[config.mk]
export PLATFORM = sky130hd
export DESIGN_NAME = breakpoint_curve_interpolator_core
export DESIGN_NICKNAME = d
export VERILOG_FILES = /design/src/hdl/bci_pkg.sv /design/src/hdl/bci_front.sv /design/src/hdl/bci_div.sv /design/src/hdl/breakpoint_curve_interpolator_core.sv
export SDC_FILE = /design/constraint.sdc
export NUM_CORES = 2
export LEC_CHECK = 0
export ABC_AREA = 1
export BUFFER_PORTS_ARGS = -buffer_cell sky130_fd_sc_hd__buf_2
export CAP_MARGIN = 20
export CORE_MARGIN = 2
export CORE_UTILIZATION = 30
export DETAILED_ROUTE_END_ITERATION = 7
export PLACE_DENSITY_LB_ADDON = 0.15
export SETUP_SLACK_MARGIN = 0.02
export SLEW_MARGIN = 25
export SYNTH_ARGS = -nofsm -noshare
export SYNTH_HDL_FRONTEND = slang
export SYNTH_HIERARCHICAL = 1
export SYNTH_SLANG_ARGS = --single-unit
[constraint.sdc]
create_clock -name clk -period 19.42 [get_ports clk]
set_input_delay 1.942 -clock clk [delete_from_list [all_inputs] [get_ports clk]]
set_output_delay 1.942 -clock clk [all_outputs]
set_load 0.005 [all_outputs]
[src/hdl/bci_pkg.sv]
// Shared types and constants of the breakpoint curve interpolator.
`default_nettype none
package bci_pkg;

	// Bits of quotient resolved by the divider, one per stage
	localparam int DIV_BITS = 16;

	// Item handed from the multiplier stage to the divider
	typedef struct packed {
		logic [31:0]        prod;
		logic [15:0]        span;
		logic signed [15:0] vlo;
		logic               neg;
		logic               bypass;
		logic               empty;
	} mul_item_t;

	// Item carried through the divider stages
	typedef struct packed {
		logic [31:0]        rem;
		logic [15:0]        quo;
		logic [15:0]        span;
		logic signed [15:0] vlo;
		logic               neg;
		logic               bypass;
		logic               empty;
	} div_item_t;

endpackage
`default_nettype wire

[src/hdl/bci_front.sv]
// Breakpoint table, clamp, segment search and multiply stages.
`default_nettype none
module bci_front #(
	parameter int MAX_POINTS = 16
) (
	input  wire logic               clk,
	input  wire logic               arst_n,
	input  wire logic               in_valid,
	output logic                    in_stall,
	input  wire logic               req_type,
	input  wire logic [3:0]         point_index,
	input  wire logic [15:0]        point_speed,
	input  wire logic signed [15:0] point_value,
	input  wire logic [15:0]        query_speed,
	input  wire logic               cfg_we,
	input  wire logic [4:0]         cfg_wdata,
	output logic                    mul_valid,
	input  wire logic               mul_ready,
	output bci_pkg::mul_item_t      mul_item
);

	localparam int IDX_W = $clog2(MAX_POINTS);
	localparam int CNT_W = $clog2(MAX_POINTS + 1);
	localparam int SEG   = MAX_POINTS - 1;

	logic [15:0]        spd_q [MAX_POINTS];
	logic signed [15:0] val_q [MAX_POINTS];
	logic [CNT_W-1:0]   pts_q;

	logic               v_s1, v_s2, v_s3, v_s4;
	logic [15:0]        speed_s1;
	logic [CNT_W-1:0]   n_s1, n_s2;
	logic [15:0]        spd_s2;
	logic               empty_s2;
	logic [15:0]        dmag_s3, off_s3, span_s3;
	logic signed [15:0] vlo_s3;
	logic               neg_s3, byp_s3, empty_s3;
	bci_pkg::mul_item_t item_s4;

	logic rdy1, rdy2, rdy3, rdy4, acc;

	// Stage handshake: a stage loads when empty or when its successor moves
	always_comb begin
		rdy4     = !v_s4 || mul_ready;
		rdy3     = !v_s3 || rdy4;
		rdy2     = !v_s2 || rdy3;
		rdy1     = !v_s1 || rdy2;
		// hold a table write until no query is still reading the table
		in_stall = !rdy1 || (!req_type && (v_s1 || v_s2));
		acc      = in_valid && !in_stall;
	end

	// Point count register, saturated to the table depth
	always_ff @(posedge clk or negedge arst_n) begin
		if (!arst_n) begin
			pts_q <= '0;
		end else if (cfg_we) begin
			if (int'(cfg_wdata) > MAX_POINTS) begin
				pts_q <= CNT_W'(MAX_POINTS);
			end else begin
				pts_q <= CNT_W'(cfg_wdata);
			end
		end
	end

	// Table write; drop slots beyond the depth
	always_ff @(posedge clk) begin
		if (acc && !req_type && (int'(point_index) < MAX_POINTS)) begin
			spd_q[IDX_W'(point_index)] <= point_speed;
			val_q[IDX_W'(point_index)] <= point_value;
		end
	end

	// Clamp the speed to the first and last breakpoint
	logic [15:0] last_a, clamp_a;
	always_comb begin
		last_a  = spd_q[IDX_W'(n_s1 - 1'b1)];
		clamp_a = (speed_s1 < last_a) ? speed_s1 : last_a;
		if (clamp_a < spd_q[0]) begin
			clamp_a = spd_q[0];
		end
	end

	// Find the first segment that holds the speed and form its terms
	logic [SEG-1:0]     hit_b, first_b;
	logic [15:0]        lo_b, hi_b, vl_b, vh_b;
	logic [16:0]        dv_b, ndv_b;
	logic               any_b;
	always_comb begin
		for (int k = 0; k < SEG; k++) begin
			hit_b[k] = (CNT_W'(k + 1) < n_s2) && (spd_s2 >= spd_q[k]) &&
				(spd_s2 <= spd_q[k+1]);
		end
		first_b = hit_b & (~hit_b + SEG'(1));
		any_b   = |hit_b;
		lo_b    = '0;
		hi_b    = '0;
		vl_b    = '0;
		vh_b    = '0;
		for (int k = 0; k < SEG; k++) begin
			lo_b = lo_b | ({16{first_b[k]}} & spd_q[k]);
			hi_b = hi_b | ({16{first_b[k]}} & spd_q[k+1]);
			vl_b = vl_b | ({16{first_b[k]}} & val_q[k]);
			vh_b = vh_b | ({16{first_b[k]}} & val_q[k+1]);
		end
		// no segment: give the last value in use
		if (!any_b) begin
			vl_b = val_q[IDX_W'(n_s2 - 1'b1)];
		end
		dv_b  = {vh_b[15], vh_b} - {vl_b[15], vl_b};
		ndv_b = -dv_b;
	end

	// Advance the stage registers
	always_ff @(posedge clk or negedge arst_n) begin
		if (!arst_n) begin
			v_s1 <= 1'b0;
			v_s2 <= 1'b0;
			v_s3 <= 1'b0;
			v_s4 <= 1'b0;
		end else begin
			if (rdy1) v_s1 <= acc && req_type;
			if (rdy2) v_s2 <= v_s1;
			if (rdy3) v_s3 <= v_s2;
			if (rdy4) v_s4 <= v_s3;
		end
	end

	always_ff @(posedge clk) begin
		if (rdy1) begin
			speed_s1 <= query_speed;
			n_s1     <= pts_q;
		end
		if (rdy2) begin
			spd_s2   <= clamp_a;
			n_s2     <= n_s1;
			empty_s2 <= (n_s1 == '0);
		end
		if (rdy3) begin
			off_s3   <= spd_s2 - lo_b;
			span_s3  <= hi_b - lo_b;
			vlo_s3   <= vl_b;
			neg_s3   <= dv_b[16];
			dmag_s3  <= dv_b[16] ? ndv_b[15:0] : dv_b[15:0];
			byp_s3   <= empty_s2 || !any_b || (hi_b == lo_b);
			empty_s3 <= empty_s2;
		end
		if (rdy4) begin
			item_s4.prod   <= 32'(dmag_s3) * 32'(off_s3);
			item_s4.span   <= span_s3;
			item_s4.vlo    <= vlo_s3;
			item_s4.neg    <= neg_s3;
			item_s4.bypass <= byp_s3;
			item_s4.empty  <= empty_s3;
		end
	end

	assign mul_valid = v_s4;
	assign mul_item  = item_s4;

endmodule
`default_nettype wire

[src/hdl/bci_div.sv]
// Pipelined restoring divider, one quotient bit per stage, and output register.
`default_nettype none
module bci_div (
	input  wire logic               clk,
	input  wire logic               arst_n,
	input  wire logic               mul_valid,
	output logic                    mul_ready,
	input  wire bci_pkg::mul_item_t mul_item,
	output logic                    out_valid,
	input  wire logic               out_stall,
	output logic signed [15:0]      curve_value,
	output logic                    table_empty
);

	localparam int NB = bci_pkg::DIV_BITS;

	logic                  v_sd    [NB];
	bci_pkg::div_item_t    item_sd [NB];
	bci_pkg::div_item_t    src     [NB];
	bci_pkg::div_item_t    nxt     [NB];
	logic                  rdy     [NB];
	logic                  rdy_o;
	logic                  out_valid_q, empty_q;
	logic signed [15:0]    curve_q;
	logic [31:0]           trial;
	logic [15:0]           q_f, sq_f;
	logic signed [15:0]    val_f;

	// Ready chain from the output back to the first stage
	always_comb begin
		rdy_o      = !out_valid_q || !out_stall;
		rdy[NB-1]  = !v_sd[NB-1] || rdy_o;
		for (int j = NB - 2; j >= 0; j--) begin
			rdy[j] = !v_sd[j] || rdy[j+1];
		end
	end
	assign mul_ready = rdy[0];

	// One shift-subtract step per stage
	always_comb begin
		src[0].rem    = mul_item.prod;
		src[0].quo    = '0;
		src[0].span   = mul_item.span;
		src[0].vlo    = mul_item.vlo;
		src[0].neg    = mul_item.neg;
		src[0].bypass = mul_item.bypass;
		src[0].empty  = mul_item.empty;
		for (int j = 1; j < NB; j++) begin
			src[j] = item_sd[j-1];
		end
		trial = '0;
		for (int j = 0; j < NB; j++) begin
			nxt[j] = src[j];
			trial  = 32'(src[j].span) << (NB - 1 - j);
			if (src[j].rem >= trial) begin
				nxt[j].rem           = src[j].rem - trial;
				nxt[j].quo[NB-1-j]   = 1'b1;
			end
		end
	end

	// Apply the sign and add the lower value; an empty table gives zero, a bypass item the lower value
	always_comb begin
		q_f  = item_sd[NB-1].quo;
		sq_f = item_sd[NB-1].neg ? -q_f : q_f;
		if (item_sd[NB-1].empty) begin
			val_f = '0;
		end else if (item_sd[NB-1].bypass) begin
			val_f = item_sd[NB-1].vlo;
		end else begin
			val_f = item_sd[NB-1].vlo + signed'(sq_f);
		end
	end

	// Advance valid bits
	always_ff @(posedge clk or negedge arst_n) begin
		if (!arst_n) begin
			for (int j = 0; j < NB; j++) begin
				v_sd[j] <= 1'b0;
			end
			out_valid_q <= 1'b0;
		end else begin
			if (rdy[0]) v_sd[0] <= mul_valid;
			for (int j = 1; j < NB; j++) begin
				if (rdy[j]) v_sd[j] <= v_sd[j-1];
			end
			if (rdy_o) out_valid_q <= v_sd[NB-1];
		end
	end

	// Advance payload
	always_ff @(posedge clk) begin
		for (int j = 0; j < NB; j++) begin
			if (rdy[j]) item_sd[j] <= nxt[j];
		end
		if (rdy_o) begin
			curve_q <= val_f;
			empty_q <= item_sd[NB-1].empty;
		end
	end

	assign out_valid   = out_valid_q;
	assign curve_value = curve_q;
	assign table_empty = empty_q;

endmodule
`default_nettype wire

[src/hdl/breakpoint_curve_interpolator_core.sv]
// Top level of the breakpoint curve interpolator.
//
//  channel   direction  handshake            payload
//  in        receive    in_valid/in_stall    req_type point_index point_speed
//                                            point_value query_speed
//  out       send       out_valid/out_stall  curve_value table_empty
//  cfg       receive    cfg_we               cfg_wdata (points_in_use)
//
// One item enters per cycle while in_stall is low; a query's result passes through
// the input register, clamp, search, multiply, 16 divider stages and output
// register on its way to the output.
// A write item is held while a query sits in the two table-reading stages.
// Each stage moves when its successor frees, so bubbles close up under stall.
// Reset clears valid bits and the point count; the table is not cleared.
`default_nettype none
module breakpoint_curve_interpolator_core #(
	parameter int MAX_POINTS = 16
) (
	input  wire logic               clk,
	input  wire logic               arst_n,
	input  wire logic               in_valid,
	output logic                    in_stall,
	input  wire logic               req_type,
	input  wire logic [3:0]         point_index,
	input  wire logic [15:0]        point_speed,
	input  wire logic signed [15:0] point_value,
	input  wire logic [15:0]        query_speed,
	output logic                    out_valid,
	input  wire logic               out_stall,
	output logic signed [15:0]      curve_value,
	output logic                    table_empty,
	input  wire logic               cfg_we,
	input  wire logic [4:0]         cfg_wdata
);

	logic               mul_valid, mul_ready;
	bci_pkg::mul_item_t mul_item;

	bci_front #(.MAX_POINTS(MAX_POINTS)) u_front (
		.clk(clk), .arst_n(arst_n),
		.in_valid(in_valid), .in_stall(in_stall),
		.req_type(req_type), .point_index(point_index),
		.point_speed(point_speed), .point_value(point_value),
		.query_speed(query_speed),
		.cfg_we(cfg_we), .cfg_wdata(cfg_wdata),
		.mul_valid(mul_valid), .mul_ready(mul_ready), .mul_item(mul_item)
	);

	bci_div u_div (
		.clk(clk), .arst_n(arst_n),
		.mul_valid(mul_valid), .mul_ready(mul_ready), .mul_item(mul_item),
		.out_valid(out_valid), .out_stall(out_stall),
		.curve_value(curve_value), .table_empty(table_empty)
	);

endmodule
`default_nettype wire

---- Word level (Yosys, flattened, before mapping) ----
Memories as Yosys holds them, arrays and structs flattened.
Cells that the tools add are included.
cells by class
  eq/ne operators ......................... 1
  bitwise logic cells ..................... 118
  order comparisons ....................... 64
  $add $sub $neg .......................... 25
  reductions and logical operators ........ 87
  $mul .................................... 1
  muxes and demuxes ....................... 72
operators with widths
  cell                number
  $and 16x16->16      60
  $or 16x16->16       56
  $mux 32             15
  $ge 16x16->1        15
  $le 16x16->1        15
  $mux 16             6
  $mux 1              49
  $lt 4x5->1 const A  8
  $logic_and 1x1->1   34
  $mux 33             1
  $ge 32x16->1        1
  $ge 32x17->1        1
  $ge 32x18->1        1
  $ge 32x19->1        1
  $ge 32x20->1        1
  $ge 32x21->1        1
  $ge 32x22->1        1
  $ge 32x23->1        1
  $ge 32x24->1        1
  $ge 32x25->1        1
  $ge 32x26->1        1
  $ge 32x27->1        1
  $ge 32x28->1        1
  $ge 32x29->1        1
  other kinds (38)    95
storage, ports and cells
  register bits ........................... 220
  input bits .............................. 63
  memories ................................ 3
  word-level logic and storage cells ...... 413
  output and inout bits ................... 19
  memory bits (writable) .................. 1840
memories
  memory         depth  bits a word  rd ports  clocked after Yosys merged registers in  wr ports  line             text
  u_div.item_sd  16     83           16        0                                        16        bci_div.sv:18    bci_pkg::div_item_t item_sd [NB];
  u_front.spd_q  16     16           17        0                                        1         bci_front.sv:26  logic [15:0] spd_q [MAX_POINTS];
  u_front.val_q  16     16           17        0                                        1         bci_front.sv:27  logic signed [15:0] val_q [MAX_POINTS];

---- Depth between registers and ports, before layout ----
  depth after elaboration ................. 29
  mapped depth ............................ 43
  mapped depth without buffers ............ 41

---- Modules after synthesis ----
The synthesis kept the hierarchy.
modules (own cells, without submodules)
  module     area an instance (um^2)  times used  seq. area each (um^2)  cells each
  bci_div    59374.4                  1           35769.3                5606
  bci_front  50339.5                  1           20915.1                5633

---- Least setup slack after synthesis ----
No wires, ideal clock.
  kind .................................... input port to output port
  from .................................... input out_stall
  to ...................................... output in_stall
  data required time ...................... 17.478 ns
  setup slack ............................. 5.057 ns
  arrival ................................. 12.421 ns
  path buffers ............................ 0
  stages .................................. 16
  cell sequence ........................... nand2_1 nor2_2 nand4_2 nor2_2 nand4_2 nor2_4 nand4_4 nor2_2 nand4_2 nor2_1 inv_1 nor2_1 inv_1 nor2_1 nand2_1 a22oi_1
RTL lines
  what         line                                      text
  from (decl)  breakpoint_curve_interpolator_core.sv:29  input wire logic out_stall,
  to (decl)    breakpoint_curve_interpolator_core.sv:22  output logic in_stall,

==> impl_metrics.toml <==
[placement]
hpwlAfterDp_mm = 269
finalWeightedCongestion = 0.907
port_buffers = 81

[floorplan]
die_w_um = 609
core_area_mm2 = 0.365
rows = 222
ios = 82
initial_core_util_pct = 30.1
fp.dieH_um = 609
die_area_mm2 = 0.371

[sta]
setup_tns_ns = 0
drv_slew = 0
fmax_mhz = 103
fin_crit_sh_pct = 50.0
rsz0062_at_grt = "false"
slew_headroom_pct = 27.0
final-setup-viol-count = 0
finalClockSkew_ns = 0.139
period_needed_ns = 9.70
tightest_slew_ns = 1.09
hold_viol_final = 0

[logic_synthesis]
synth_flop_cell = "edfxtp_1"
avgSynthCellArea_um2 = 9.76
synthCells = 11200
synthArstFlopShare_pct = 1.37
yosys_warnings = 6
ys_seq_elements = 1892
synth-edff-count = 1866
syn_nets = 12200
ys_seq_area_share_pct = 51.7
yosys-top-cells-area = "edfxtp_1, ha_1, nand2_1"
synth_top_area_share_pct = 51.1
netlist_area_mm2 = 0.110
synth_top_area_cell = "edfxtp_1"
synth.distinct_cells = 82

[worst_setup_path]
worst_ep_required_time_ns = 17.48
rrSetupSlack_ns = 11.09
crit_type = "in2out"
startpoint_type = "input pin"
end_kind = "primary output"
critical_path.max_fanout = 78
arrival_ns = 7.76

[run]
drv_cap = 0

[route]
viasPerCell = 4.98
routed_wirelength_mm = 356
ant_nets = 0
drt-initial-drc-count = 5724
route.vias.total = 81300
post_drt_wl_per_cell_um = 21.8
drcViolationCount = 0
first_pass_iters = 6

[grt]
grt-ovfl-total = 0
grt_pass1_vias = 81900
antenna_found_initial = 11
grt_max_degree = 91
grt_usage_pct = 18.7
grt_pass1_wl_mm = 526

[clocking]
postCtsSetupBuffers = 0
cts_tree = "done"
cts_resized = 0
hold_buffers = 0
cts-htree-levels = 4
cts-buffers-inserted = 223
clockBufferDepth = 4
clkSinkCount = 1892
insertion_delay_ns = 0.97
cts_root_buf = "clkbuf_16"
clk_pin_slew_ns = 0.06

[finish]
fillers = 37300
syn2layout_area_growth_pct = 12.4
multi_input_area_mm2 = 0.0457
seqCellArea_mm2 = 0.0567
nets = 12300
drive_above_1_share_pct = 6.77

[outcome]
run_status = "completed"

[hold_path]
hold_class = "reg2reg"
==> kinds of logic after synthesis <==
kind of cell	Yosys count	synth area share (%)
buffers and inverters	1936	6.88
and+or+nand+nor	3975	15.5
adders and majority gates	924	12.0
DFF	1892	51.7
AOI/OAI and AO/OA	2177	11.3
xor gates and xnor gates	334	2.67
muxes	1	0.0103
==> cell type report <==
type | count | area share (%)
clock inverter | 143 | 1.32
antenna | 3 | 0.00609
inverter | 1627 | 4.96
tap | 4816 | 4.89
sequential | 1892 | 46.0
multi-input combinational | 7411 | 37.1
clock buffer | 267 | 4.71
timing repair buffer | 174 | 1.08
==> final timing paths <==
kind / from / endpoint / cells after the start
hold reg to reg: u_div/item_sd[0][183] / u_div/item_sd[0][266] / 0
max in group asynchronous: arst_n / u_front/mul_valid / 2
setup / recovery: out_stall / in_stall / 21
setup reg to reg: u_front/spd_s2[13] / u_front/dmag_s3[7] / 34
hold / removal: u_div/item_sd[0][183] / u_div/item_sd[0][266] / 0
min in group asynchronous: arst_n / u_front/pts_q[3] / 2
==> metal layers <==
metal | track usage [%] | vias up | part of all wire, %
met1 | 23.3 | 39600 | 42
met4 | 7.73 | 4 | 4.2
met5 | 0 | - | 0.0076
met3 | 1.97 | 660 | 4.3
li1 | - | 38900 | -
met2 | 32.9 | 2189 | 49
==> worst max-delay path: stages <==
cell and delay [ns]:
buf_2 0.08, nand2_1 0.42, nor2_2 0.40, nand4_4 0.49
nor2_2 0.37, nand4_4 0.11, buf_6 0.32, nor2_4 0.27
nand4_4 0.42, nor2_2 0.49, nand4_4 0.13, nor2_1 0.19
inv_2 0.05, buf_4 0.37, nor2_1 0.23, inv_2 0.06
nor2_1 0.57, nand2_1 0.10, buf_4 0.27, a22oi_1 0.26
buf_2 0.17
==> synthesized netlist by cell type, drive strengths merged, types with 155 or more instances <==
library cell  instances
nand2              2128
edfxtp             1866
inv                1621
a21oi               924
nor2                805
o21ai               748
ha                  711
nand3               594
fa                  213
xor2                179
clkbuf              169
xnor2               155
==> cell usage in the layout (no fill, tap or decap), drive strengths merged, types with 38 or more instances in the layout <==
master / synthesis / routed
nand3b: 38 / 38
buf: 140 / 174
xor2: 179 / 179
a31oi: 47 / 47
o22ai: 114 / 114
a22oi: 67 / 67
nor4: 68 / 68
o211ai: 58 / 58
nor3: 121 / 121
xnor2: 155 / 155
nand2: 2128 / 2128
clkbuf: 169 / 267
nand3: 594 / 594
nor2: 805 / 805
fa: 213 / 213
edfxtp: 1866 / 1866
or2: 59 / 59
o21bai: 41 / 41
o21ai: 748 / 748
clkinv: 6 / 101
a21oi: 924 / 924
nand4: 147 / 147
ha: 711 / 711
inv: 1621 / 1624
==> flip-flops by register name (all words and copies together) (netlist names), 5 cells and up <==
register           flops
u_div/curve_value     16
u_div/item_sd       1160
u_div/v_sd            16
u_front/dmag_s3       16
u_front/mul_item      67
u_front/n_s1           5
u_front/n_s2           5
u_front/off_s3        16
u_front/pts_q          5
u_front/span_s3       16
u_front/spd_q        256
u_front/spd_s2        16
u_front/speed_s1      16
u_front/val_q        256
u_front/vlo_s3        16
==> through the flow <==
| step | hold WS, ns | cells | utilization (%) | setup slack (ns) | instance area, um^2 |
|---|---|---|---|---|---|
| after floorplan | 0.400 | 11200 | - | 5.06 | 110000 |
| after global placement | 0.400 | 15900 | 31.7 | 9.25 | 116000 |
| after detailed placement | 0.405 | 15900 | 31.7 | 9.21 | 116000 |
| after CTS | 0.346 | 16300 | 33.7 | 9.21 | 123000 |
| after global routing | 0.364 | 16300 | 33.8 | 9.03 | 123000 |
| final | 0.346 | 16300 | 33.8 | 9.72 | 123000 |
Power is not shown: default switching activity piles up to over one toggle a cycle in this logic, so the estimate is an artifact.
